`config.mk`:
```
export PLATFORM = sky130hd
export DESIGN_NAME = tour_reversal_improver_top
export DESIGN_NICKNAME = d
export VERILOG_FILES = /design/src/rtl/core/trimp_pkg.sv /design/src/rtl/core/trimp_isqrt.sv /design/src/rtl/core/tour_reversal_improver_top.sv
export SDC_FILE = /design/constraint.sdc
export NUM_CORES = 2
export LEC_CHECK = 0
export ABC_AREA = 1
export BUFFER_PORTS_ARGS = -buffer_cell sky130_fd_sc_hd__buf_2
export CORE_ASPECT_RATIO = 0.6
export CORE_MARGIN = 3
export CORE_UTILIZATION = 55
export CTS_CLUSTER_SIZE = 8
export DETAILED_ROUTE_END_ITERATION = 12
export PLACE_DENSITY = 0.83
export SLEW_MARGIN = 20
export SYNTH_ARGS = -nofsm -noshare
export SYNTH_HDL_FRONTEND = slang
export SYNTH_HIERARCHICAL = 1
export SYNTH_SLANG_ARGS = --single-unit
```
`constraint.sdc`:
```
create_clock -name clk_i -period 27.9 [get_ports clk_i]
set_clock_uncertainty 0.2 [all_clocks]
set_input_delay 5.58 -clock clk_i [delete_from_list [all_inputs] [get_ports clk_i]]
set_output_delay 5.58 -clock clk_i [all_outputs]
set_load 0.05 [all_outputs]
```
`src/rtl/core/trimp_pkg.sv`:
```
// ----------------------------------------------------------------------------
// trimp_pkg: shared definitions of the tour reversal improver
// Sizes, fixed-point widths and item opcodes used by the core, the square
// root unit and the port checker.
// ----------------------------------------------------------------------------
package trimp_pkg;

  localparam int unsigned MaxCities = 16;
  localparam int unsigned CityW     = $clog2(MaxCities);
  localparam int unsigned CountW    = CityW + 1;
  localparam int unsigned CoordW    = 16;
  localparam int unsigned SqW       = 2 * CoordW + 1;
  localparam int unsigned RootW     = CoordW + 1;
  localparam int unsigned LenW      = 24;
  localparam logic [LenW-1:0] LenMax = {LenW{1'b1}};

  localparam logic [1:0] OpCity = 2'd0;
  localparam logic [1:0] OpTour = 2'd1;
  localparam logic [1:0] OpTry  = 2'd2;

  localparam logic [CountW-1:0] MinUsed = CountW'(3);
  localparam logic [CountW-1:0] MaxUsed = CountW'(MaxCities);
  localparam logic [4:0]        CitiesReset = 5'(MaxCities);

endpackage

```
`src/rtl/core/trimp_isqrt.sv`:
```
// ----------------------------------------------------------------------------
// trimp_isqrt: iterative floor square root
// Restoring bit-pair square root of a sum of two squares, one result bit per
// cycle; done pulses for one cycle when the root is valid.
// ----------------------------------------------------------------------------
module trimp_isqrt (
  input  logic                         clk_i,
  input  logic                         rst_ni,
  input  logic                         start_i,
  input  logic [trimp_pkg::SqW-1:0]    value_i,
  output logic                         done_o,
  output logic [trimp_pkg::RootW-1:0]  root_o
);
  import trimp_pkg::*;

  localparam int unsigned AccW  = SqW + 1;
  localparam int unsigned Steps = (SqW + 1) / 2;
  localparam int unsigned CntW  = $clog2(Steps);

  logic [SqW-1:0]  v_q, v_d;
  logic [AccW-1:0] res_q, res_d, bit_q, bit_d, trial;
  logic [CntW-1:0] cnt_q, cnt_d;
  logic            active_q, active_d, done_q, done_d;

  assign trial = res_q + bit_q;

  always_comb begin
    v_d      = v_q;
    res_d    = res_q;
    bit_d    = bit_q;
    cnt_d    = cnt_q;
    active_d = active_q;
    done_d   = 1'b0;
    if (start_i) begin
      v_d      = value_i;
      res_d    = '0;
      bit_d    = AccW'(1) << (2 * (Steps - 1));
      cnt_d    = '0;
      active_d = 1'b1;
    end else if (active_q) begin
      if ({1'b0, v_q} >= trial) begin
        v_d   = SqW'({1'b0, v_q} - trial);
        res_d = (res_q >> 1) + bit_q;
      end else begin
        res_d = res_q >> 1;
      end
      bit_d = bit_q >> 2;
      cnt_d = cnt_q + CntW'(1);
      if (cnt_q == CntW'(Steps - 1)) begin
        active_d = 1'b0;
        done_d   = 1'b1;
      end
    end
  end

  always_ff @(posedge clk_i or negedge rst_ni) begin
    if (!rst_ni) begin
      active_q <= 1'b0;
      done_q   <= 1'b0;
      cnt_q    <= '0;
    end else begin
      active_q <= active_d;
      done_q   <= done_d;
      cnt_q    <= cnt_d;
    end
  end

  always_ff @(posedge clk_i) begin
    v_q   <= v_d;
    res_q <= res_d;
    bit_q <= bit_d;
  end

  assign done_o = done_q;
  assign root_o = res_q[RootW-1:0];

endmodule

```
`src/rtl/core/tour_reversal_improver_top.sv`:
```
// ----------------------------------------------------------------------------
// tour_reversal_improver_top: two-opt segment reversal test on a closed tour
// Holds city coordinates and one tour, measures the tour before and after a
// segment reversal and keeps the reversal when it shortens the tour.
// ----------------------------------------------------------------------------
// Usage:
//   Items enter on start_i while busy_o is low. Opcode 0 writes the x/y of
//   city slot_i, opcode 1 writes city_i at tour position slot_i; both take
//   effect at the accepting edge and never raise busy_o. Opcode 3 is dropped.
//   Opcode 2 tries reversing the segment between first_pos_i and second_pos_i
//   and raises busy_o until its result has been shown.
//   The result shows on length_before_o, length_after_o and accepted_o for
//   exactly one cycle with done_o high; the receiver cannot stall it.
//   Each edge of a walk passes through four table reads, the difference, two
//   passes through the shared multiplier and 17 steps of the square root
//   unit. A try walks the tour once, walks the trial tour again when the
//   positions differ, and swaps the segment pair by pair if it is kept.
//   cities_in_use sits at APB address 0; write it only while busy_o is low.
//   Reset restores cities_in_use to 16 and idles the sequencer; the city and
//   tour tables hold garbage until written.
// ----------------------------------------------------------------------------
module tour_reversal_improver_top (
  input  logic                            clk_i,
  input  logic                            rst_ni,
  input  logic                            psel,
  input  logic                            penable,
  input  logic                            pwrite,
  input  logic [2:0]                      paddr,
  input  logic [31:0]                     pwdata,
  output logic [31:0]                     prdata,
  output logic                            pready,
  input  logic                            start_i,
  output logic                            busy_o,
  input  logic [1:0]                      opcode_i,
  input  logic [trimp_pkg::CityW-1:0]     slot_i,
  input  logic [trimp_pkg::CoordW-1:0]    coord_x_i,
  input  logic [trimp_pkg::CoordW-1:0]    coord_y_i,
  input  logic [trimp_pkg::CityW-1:0]     city_i,
  input  logic [trimp_pkg::CityW-1:0]     first_pos_i,
  input  logic [trimp_pkg::CityW-1:0]     second_pos_i,
  output logic                            done_o,
  output logic [trimp_pkg::LenW-1:0]      length_before_o,
  output logic [trimp_pkg::LenW-1:0]      length_after_o,
  output logic                            accepted_o
);
  import trimp_pkg::*;

  typedef enum logic [13:0] {
    StIdle = 14'b00000000000001,
    StTa   = 14'b00000000000010,
    StTb   = 14'b00000000000100,
    StCa   = 14'b00000000001000,
    StCb   = 14'b00000000010000,
    StDiff = 14'b00000000100000,
    StMx   = 14'b00000001000000,
    StMy   = 14'b00000010000000,
    StSqrt = 14'b00000100000000,
    StSra  = 14'b00001000000000,
    StSrb  = 14'b00010000000000,
    StSw1  = 14'b00100000000000,
    StSw2  = 14'b01000000000000,
    StOut  = 14'b10000000000000
  } state_e;

  state_e state_q, state_d;

  // Configuration register
  logic [4:0] cities_q;
  logic       cfg_wr;

  assign pready = 1'b1;
  assign cfg_wr = psel && penable && pwrite && (paddr[2] == 1'b0);
  assign prdata = (paddr[2] == 1'b0) ? {27'd0, cities_q} : 32'd0;

  always_ff @(posedge clk_i or negedge rst_ni) begin
    if (!rst_ni) begin
      cities_q <= CitiesReset;
    end else if (cfg_wr) begin
      cities_q <= pwdata[4:0];
    end
  end

  // Tables: one write port, one registered read port each
  logic [CoordW-1:0] cx_mem [MaxCities];
  logic [CoordW-1:0] cy_mem [MaxCities];
  logic [CityW-1:0]  tour_mem [MaxCities];
  logic [CoordW-1:0] cx_rd_q, cy_rd_q;
  logic [CityW-1:0]  tour_rd_q;
  logic [CityW-1:0]  city_raddr, tour_raddr, tour_waddr, tour_wdata;
  logic              tour_we, accept;

  assign accept = start_i && !busy_o;

  always_ff @(posedge clk_i) begin
    if (accept && opcode_i == OpCity) begin
      cx_mem[slot_i] <= coord_x_i;
      cy_mem[slot_i] <= coord_y_i;
    end
    cx_rd_q <= cx_mem[city_raddr];
    cy_rd_q <= cy_mem[city_raddr];
  end

  always_ff @(posedge clk_i) begin
    if (tour_we) begin
      tour_mem[tour_waddr] <= tour_wdata;
    end
    tour_rd_q <= tour_mem[tour_raddr];
  end

  // Sequencer state
  logic [CountW-1:0] n_q, n_d, n_clamp;
  logic [CityW-1:0]  p1_q, p1_d, p2_q, p2_d, pa, pb;
  logic [CityW-1:0]  i_q, i_d, i_next, lo_q, lo_d, hi_q, hi_d;
  logic [CityW-1:0]  ca_q, ca_d, cb_q, cb_d, tmp_q, tmp_d;
  logic [CoordW-1:0] xa_q, xa_d, ya_q, ya_d, dx_q, dx_d, dy_q, dy_d;
  logic [SqW-1:0]    acc_q, acc_d, sq_value;
  logic [LenW-1:0]   sum_q, sum_d, sum_acc, before_q, before_d, after_q, after_d;
  logic              walk_q, walk_d, keep_q, keep_d, last_edge;
  logic [2*CoordW-1:0] prod;
  logic [LenW:0]     sum_wide;
  logic              sq_start, sq_done;
  logic [RootW-1:0]  sq_root;

  // Map a tour position into the trial tour of the second walk
  function automatic logic [CityW-1:0] map_pos(input logic [CityW-1:0] j,
                                               input logic             rev,
                                               input logic [CityW-1:0] a,
                                               input logic [CityW-1:0] b);
    logic [CityW:0] mirror;
    mirror = {1'b0, a} + {1'b0, b} - {1'b0, j};
    if (rev && j >= a && j <= b) begin
      return mirror[CityW-1:0];
    end
    return j;
  endfunction

  always_comb begin
    n_clamp = (cities_q < MinUsed) ? MinUsed :
              (cities_q > MaxUsed) ? MaxUsed : cities_q;
    pa = ({1'b0, first_pos_i} >= n_clamp) ? CityW'(n_clamp - CountW'(1)) : first_pos_i;
    pb = ({1'b0, second_pos_i} >= n_clamp) ? CityW'(n_clamp - CountW'(1)) : second_pos_i;
  end

  assign last_edge = ({1'b0, i_q} + CountW'(1)) == n_q;
  assign i_next    = last_edge ? '0 : i_q + CityW'(1);

  // Shared multiplier: dx squared, then dy squared
  assign prod     = ((state_q == StMx) ? dx_q : dy_q) * ((state_q == StMx) ? dx_q : dy_q);
  assign sq_value = acc_q + SqW'(prod);
  assign sq_start = (state_q == StMy);

  // Saturating length accumulate
  assign sum_wide = {1'b0, sum_q} + (LenW + 1)'(sq_root);
  assign sum_acc  = (sum_wide > {1'b0, LenMax}) ? LenMax : sum_wide[LenW-1:0];

  trimp_isqrt u_isqrt (
    .clk_i   (clk_i),
    .rst_ni  (rst_ni),
    .start_i (sq_start),
    .value_i (sq_value),
    .done_o  (sq_done),
    .root_o  (sq_root)
  );

  always_comb begin
    state_d  = state_q;
    n_d      = n_q;
    p1_d     = p1_q;
    p2_d     = p2_q;
    i_d      = i_q;
    lo_d     = lo_q;
    hi_d     = hi_q;
    ca_d     = ca_q;
    cb_d     = cb_q;
    tmp_d    = tmp_q;
    xa_d     = xa_q;
    ya_d     = ya_q;
    dx_d     = dx_q;
    dy_d     = dy_q;
    acc_d    = acc_q;
    sum_d    = sum_q;
    before_d = before_q;
    after_d  = after_q;
    walk_d   = walk_q;
    keep_d   = keep_q;
    city_raddr = ca_q;
    tour_raddr = map_pos(i_q, walk_q, p1_q, p2_q);
    tour_we    = accept && (opcode_i == OpTour);
    tour_waddr = slot_i;
    tour_wdata = city_i;

    unique case (state_q)
      StIdle: begin
        if (accept && opcode_i == OpTry) begin
          n_d     = n_clamp;
          p1_d    = (pa > pb) ? pb : pa;
          p2_d    = (pa > pb) ? pa : pb;
          i_d     = '0;
          sum_d   = '0;
          walk_d  = 1'b0;
          keep_d  = 1'b0;
          state_d = StTa;
        end
      end
      StTa: begin
        state_d = StTb;
      end
      StTb: begin
        tour_raddr = map_pos(i_next, walk_q, p1_q, p2_q);
        ca_d       = tour_rd_q;
        state_d    = StCa;
      end
      StCa: begin
        cb_d       = tour_rd_q;
        city_raddr = ca_q;
        state_d    = StCb;
      end
      StCb: begin
        xa_d       = cx_rd_q;
        ya_d       = cy_rd_q;
        city_raddr = cb_q;
        state_d    = StDiff;
      end
      StDiff: begin
        dx_d    = (xa_q > cx_rd_q) ? xa_q - cx_rd_q : cx_rd_q - xa_q;
        dy_d    = (ya_q > cy_rd_q) ? ya_q - cy_rd_q : cy_rd_q - ya_q;
        state_d = StMx;
      end
      StMx: begin
        acc_d   = SqW'(prod);
        state_d = StMy;
      end
      StMy: begin
        state_d = StSqrt;
      end
      StSqrt: begin
        if (sq_done) begin
          if (!last_edge) begin
            sum_d   = sum_acc;
            i_d     = i_next;
            state_d = StTa;
          end else if (!walk_q) begin
            before_d = sum_acc;
            if (p1_q == p2_q) begin
              after_d = sum_acc;
              state_d = StOut;
            end else begin
              walk_d  = 1'b1;
              sum_d   = '0;
              i_d     = '0;
              state_d = StTa;
            end
          end else begin
            after_d = sum_acc;
            if (sum_acc < before_q) begin
              keep_d  = 1'b1;
              lo_d    = p1_q;
              hi_d    = p2_q;
              state_d = StSra;
            end else begin
              state_d = StOut;
            end
          end
        end
      end
      StSra: begin
        tour_raddr = lo_q;
        state_d    = StSrb;
      end
      StSrb: begin
        tour_raddr = hi_q;
        tmp_d      = tour_rd_q;
        state_d    = StSw1;
      end
      StSw1: begin
        tour_we    = 1'b1;
        tour_waddr = lo_q;
        tour_wdata = tour_rd_q;
        state_d    = StSw2;
      end
      StSw2: begin
        tour_we    = 1'b1;
        tour_waddr = hi_q;
        tour_wdata = tmp_q;
        lo_d       = lo_q + CityW'(1);
        hi_d       = hi_q - CityW'(1);
        // Advance while the two ends have not met
        state_d    = ({1'b0, lo_q} + CountW'(2) < {1'b0, hi_q}) ? StSra : StOut;
      end
      StOut: begin
        state_d = StIdle;
      end
      default: begin
        state_d = StIdle;
      end
    endcase
  end

  always_ff @(posedge clk_i or negedge rst_ni) begin
    if (!rst_ni) begin
      state_q <= StIdle;
      i_q     <= '0;
      walk_q  <= 1'b0;
      keep_q  <= 1'b0;
    end else begin
      state_q <= state_d;
      i_q     <= i_d;
      walk_q  <= walk_d;
      keep_q  <= keep_d;
    end
  end

  always_ff @(posedge clk_i) begin
    n_q      <= n_d;
    p1_q     <= p1_d;
    p2_q     <= p2_d;
    lo_q     <= lo_d;
    hi_q     <= hi_d;
    ca_q     <= ca_d;
    cb_q     <= cb_d;
    tmp_q    <= tmp_d;
    xa_q     <= xa_d;
    ya_q     <= ya_d;
    dx_q     <= dx_d;
    dy_q     <= dy_d;
    acc_q    <= acc_d;
    sum_q    <= sum_d;
    before_q <= before_d;
    after_q  <= after_d;
  end

  assign busy_o          = (state_q != StIdle);
  assign done_o          = (state_q == StOut);
  assign length_before_o = before_q;
  assign length_after_o  = after_q;
  assign accepted_o      = keep_q;

endmodule

```
# After elaboration in Yosys (flattened, before gate mapping)
# Memory sizes are Yosys's and may differ from the RTL's. A register that Yosys moved wholly into a read port is not among the register bits.
# Cells that the tools add are included.
[totals] ff_bits=317 rom_bits=0 ram_bits=576 latch_bits=0 memories=3
[memory_table] memory="cx_mem" depth=16 word_bits=16 read_ports=1 rd_ports_with_merged_regs=1 wr=1 line="tour_reversal_improver_top.sv:84" rtl="logic [CoordW-1:0] cx_mem [MaxCities];"
[memory_table] memory="cy_mem" depth=16 word_bits=16 read_ports=1 rd_ports_with_merged_regs=1 wr=1 line="tour_reversal_improver_top.sv:85" rtl="logic [CoordW-1:0] cy_mem [MaxCities];"
[memory_table] memory="tour_mem" depth=16 word_bits=4 read_ports=1 rd_ports_with_merged_regs=1 wr=1 line="tour_reversal_improver_top.sv:86" rtl="logic [CityW-1:0] tour_mem [MaxCities];"
[op_classes] muxes=83 shift=0 n_div=0 n_addsub=19 bitwise_logic=2 n_eq_ne=27 n_mul=1 order_cmp=15 n_reduce_logical=28
[op_table] operator="2-to-1 mux 24 bit" n=8
[op_table] operator="case mux 14 bit (13 select lines)" n=1
[op_table] operator="2-to-1 mux 33 bit" n=3
[op_table] operator="2-to-1 mux 14 bit" n=7
[op_table] operator="2-to-1 mux 4 bit" n=23
[op_table] operator="subtractor 16 bit" n=4
[op_table] operator="2-to-1 mux 16 bit" n=3
[op_table] operator="case mux 24 bit (2 select lines)" n=1
[op_table] operator="case mux 4 bit (2 select lines)" n=5
[op_table] operator="adder 33 x 33 -> 34 bit" n=1
[op_table] operator="adder 34 x 33 -> 34 bit" n=1
[op_table] operator="greater-or-equal comparator 33 x 34 -> 1 bit" n=1
[op_table] operator="2-to-1 mux 34 bit" n=1
[op_table] operator="adder 32 x 32 -> 33 bit" n=1
[op_table] operator="subtractor 33 bit" n=1
[op_table] operator="greater-than comparator 16 bit" n=2
[op_table] operator="multiplier 16 x 16 -> 32 bit" n=1
[op_table] operator="adder 24 x 17 -> 25 bit" n=1
[op_table] operator="greater-than comparator 25 x 24 -> 1 bit, second input constant" n=1
[op_table] operator="2-to-1 mux 5 bit" n=5
[op_table] operator="< comparator 24 bit" n=1
[op_table] operator="2-to-1 mux 1 bit" n=23
[op_table] operator="equality test 14 x 1 -> 1 bit, second input constant" n=1
[op_table] operator="equality test 14 x 10 -> 1 bit, second input constant" n=1
[op_table] operator="other kinds (47)" n=78

# Logic depth before layout (Yosys ltp)
[depth] word_depth=10 ltp_mapped=48 depth_no_buf=47

# By module
# Netlist, hierarchy kept.
[modules_own_cells] mod="tour_reversal_improver_top" area_each_um2=48272.5 instances=1 cells_per_inst=4613
[modules_own_cells] mod="trimp_isqrt" area_each_um2=8924.8 instances=1 cells_per_inst=1408

# Worst setup path after synthesis
# OpenSTA, ideal clock, no wires.
[synth_path] path_type="in2out" start="input port paddr[2]" end="output port prdata[0]" arrival_time_ps=6234 t_required_ps=22120 stages=1 path_buffers=0 path_slack_ps=15886 path_cell_list="nor2_1"
[synth_between] elab_chain_len=1
[synth_lines] element="start: declaration" line="tour_reversal_improver_top.sv:28" rtl="input logic [2:0] paddr,"
[synth_lines] element="2-to-1 mux 5 bit" line="tour_reversal_improver_top.sv:73" rtl="assign prdata = (paddr[2] == 1'b0) ? {27'd0, cities_q} : 32'd0;"
[synth_lines] element="end: declaration" line="tour_reversal_improver_top.sv:30" rtl="output logic [31:0] prdata,"
# Every way passes these cells.

# Final worst setup path
[layout_path] start="input port paddr[2]" end="output port prdata[4]"
# Same word-level chain as after synthesis.

==> results_dict.tcl <==
set metrics [dict create \
    drive_gt1_share_pct 8.691 \
    grt_overflow_total 0 \
    route.detailed.drc 0 \
    route.antenna.remaining_nets 0 \
    min_path_type "reg -> reg" \
    tritoncts.num_buffers 134 \
    setup-tns-final_ns 0 \
    grt_usage_pct 27.50 \
    achievable-frequency_mhz 84.36 \
    synth-main-ff-cell "sky130_fd_sc_hd__edfxtp_1" \
    synth_enable_flop_cells 809 \
    yosysMostFrequentCell "sky130_fd_sc_hd__inv_1" \
    finalPower_mw 4.050 \
    start_util_pct 56.19 \
    synth-async-reset-ratio_pct 3.448 \
    synth.avg_cell_area_sq_um 9.500 \
    result_of_the_run "completed" \
    max_slew.worst_pin.slew_ns 1.173 \
    fp.coreArea_sq_um 101800 \
    clk_latency_ns 0.76 \
    viasPerCell 5.823 \
    post_synth_instance_area_sq_um 57200 \
    final_design_area_no_fill_sq_um 62540 \
    grt_setup_unrepaired "false" \
    synth_largest_type_area_fraction_pct 42.47 \
    drt_first_pass_iters 8 \
    setup_viol 0 \
    via_count 44246 \
    leakage_nw 27.38 \
    synth_common_cells "sky130_fd_sc_hd__inv_1, sky130_fd_sc_hd__nand2_1, sky130_fd_sc_hd__edfxtp_1" \
    critical_path_required_ns 22.12 \
    worst_setup_path_end_kind "primary output" \
    routed_wl_microns 150700 \
    final_net_count 6727 \
    hold_fix_buffers_at_cts 0 \
    die_h_microns 255.8 \
    cell_at_the_root_of_the_clock_tree "sky130_fd_sc_hd__clkbuf_16" \
    htreeDepth 4 \
    post_synth_main_area_contributors "sky130_fd_sc_hd__edfxtp_1, sky130_fd_sc_hd__ha_1, sky130_fd_sc_hd__inv_1, sky130_fd_sc_hd__nand2_1, sky130_fd_sc_hd__fa_1" \
    yosys.cell_types.count 75 \
    grt_antenna_before_repair 11 \
    tritoncts_clock_tree "yes" \
    utilization_pct 61.44 \
    max-slew-margin-rel_pct 21.80 \
    ioPinCount 175 \
    drt_first_iter_violations 5936 \
    cp_data_arrival_time_ns 6.07 \
    num_rows 90 \
    timing_worst_setup_path_type "in -> out" \
    timing.critical_path.fanout_max 6 \
    library_cell_occupying_the_most_area_in_the_post_synthesis_netlist "sky130_fd_sc_hd__edfxtp_1" \
    finalHoldViolCount 0 \
    maximum_number_of_pins_on_one_net_before_global_route_repair 133 \
    yosysSeqAreaShare_pct 46.92 \
    synth.ff_latch_count 928 \
    gp_congestion 0.9763 \
    die_x_microns 422.3 \
    cap_viol_max_count 0 \
    clock_path_buffers 3 \
    first_global_vias 42249 \
    placed_area_sq_um 58580 \
    power.density_cell_area_nw_per_um2 64.76 \
    grt_pass1_wl_microns 234700 \
    ys.warnings.count 6 \
    fillCellCount 7926 \
    ir_drop_v 0.00006037 \
    postCtsSetupRepairBufs 0 \
    cts_sinks 928 \
    place.port_buffers 117 \
    timing.critical_path.from_type "input pin" \
    fin_crit_sh_pct 42.48 \
    finalMaxSlewViolations 0 \
    cts_resized 0 \
    clk_pin_slew_worst_paths_ns 0.05 \
    postLayoutSetupSlackWorst_ns 16.05 \
    area.growth.synth_to_final_pct 9.341 \
    fin_crit_ns 11.85 \
    wire_per_inst_microns 19.83 \
    floorplan.die_area_sq_um 108000 \
    detailedPlacementHpwl_microns 101700 \
    post_synthesis_cells 6021 \
    pre_cts_slack_ns 16.05 \
]
==> worst paths after layout <==
path	startpoint	to	slack, ns	depth (start not counted)
hold / removal	cx_rd_q[15]$_DFF_P_	xa_q[15]$_DFFE_PP_	0.27	0
max in group asynchronous	rst_ni	state_q[4]$_DFFE_PN0P_	22.13	1
hold reg to reg	cx_rd_q[15]$_DFF_P_	xa_q[15]$_DFFE_PP_	0.27	0
min in group asynchronous	rst_ni	cities_q[0]$_DFFE_PN0P_	4.78	1
setup reg to reg	state_q[13]$_DFFE_PN0P_	u_isqrt/v_q[29]$_DFFE_PP_	16.59	46
setup / recovery	paddr[2]	prdata[4]	16.05	3
==> where the power goes <==
group          switching (mW)  internal [mW]
Combinational           0.619          0.285
Sequential             0.0329           1.59
Clock                   0.616          0.903
==> per-layer routing <==
layer  GRT usage (%)  vias to the layer above  share of wire (%)
met3           7.035                      334                 12
met5               0                        -                  0
met2           39.56                     2650                 42
li1                -                    20317                  -
met1           40.57                    20945                 43
met4           9.063                        0                2.7
==> state kept, by name, summed over array words and instances (netlist names), 5 cells and up <==
name,cells
cx_rd_q,16
u_isqrt/v_q,33
dx_q,16
cy_mem,256
sum_q,24
u_isqrt/bit_q,17
length_before_o,24
length_after_o,24
acc_q,31
xa_q,16
cities_q,5
dy_q,16
cx_mem,256
u_isqrt/res_q,34
ya_q,16
u_isqrt/cnt_q,5
cy_rd_q,16
tour_mem,64
n_q,5
state_q,14
==> placed cells by master, fill, tap and decap left out, types with 120 or more instances in the layout <==
| cell | netlist | routed |
|---|---|---|
| sky130_fd_sc_hd__inv_1 | 1056 | 1055 |
| sky130_fd_sc_hd__nand3_1 | 457 | 457 |
| sky130_fd_sc_hd__fa_1 | 173 | 173 |
| sky130_fd_sc_hd__clkbuf_16 | 0 | 135 |
| sky130_fd_sc_hd__o21ai_0 | 187 | 187 |
| sky130_fd_sc_hd__ha_1 | 345 | 345 |
| sky130_fd_sc_hd__a21oi_1 | 330 | 330 |
| sky130_fd_sc_hd__o21ai_1 | 140 | 140 |
| sky130_fd_sc_hd__nand2_1 | 997 | 997 |
| sky130_fd_sc_hd__nor2_1 | 375 | 355 |
| sky130_fd_sc_hd__o211ai_1 | 120 | 120 |
| sky130_fd_sc_hd__edfxtp_1 | 809 | 809 |
==> cells by family after synthesis <==
group | count (synthesis) | synth area share [%]
adders and majority gates | 518 | 13.60
buffers and inverters | 1311 | 9.813
muxes | 17 | 0.3391
and+or+nand+nor | 2040 | 15.55
AOI/OAI and AO/OA | 1013 | 10.82
xor gates and xnor gates | 192 | 2.940
other | 2 | 0.01313
DFF | 928 | 46.92
==> layout make-up <==
| cell class | count | area, sq um | share of cell area (%) |
|---|---|---|---|
| Tap cell | 1380 | 1727 | 2.761 |
| Antenna cell | 6 | 15.01 | 0.02401 |
| Timing Repair Buffer | 165 | 965.9 | 1.544 |
| Multi-Input combinational cell | 3808 | 25010 | 39.99 |
| Sequential cell | 928 | 26840 | 42.91 |
| Clock buffer | 217 | 3686 | 5.894 |
| Clock inverter | 14 | 226.5 | 0.3621 |
| Inverter | 1081 | 4071 | 6.510 |
==> critical path, cell delays in order <==
cell                     delay, ns
sky130_fd_sc_hd__buf_2        0.13
sky130_fd_sc_hd__nor2_1       0.10
sky130_fd_sc_hd__buf_2        0.26
==> through the flow <==
stage	hold WS, ns	instances
finish	0.2658	7599
global route	0.2789	7597
CTS	0.2682	7592
detailed placement	0.2500	7361
global placement	0.2406	7361
floorplan	0.2082	6047
(Power assumes the default switching activity.)
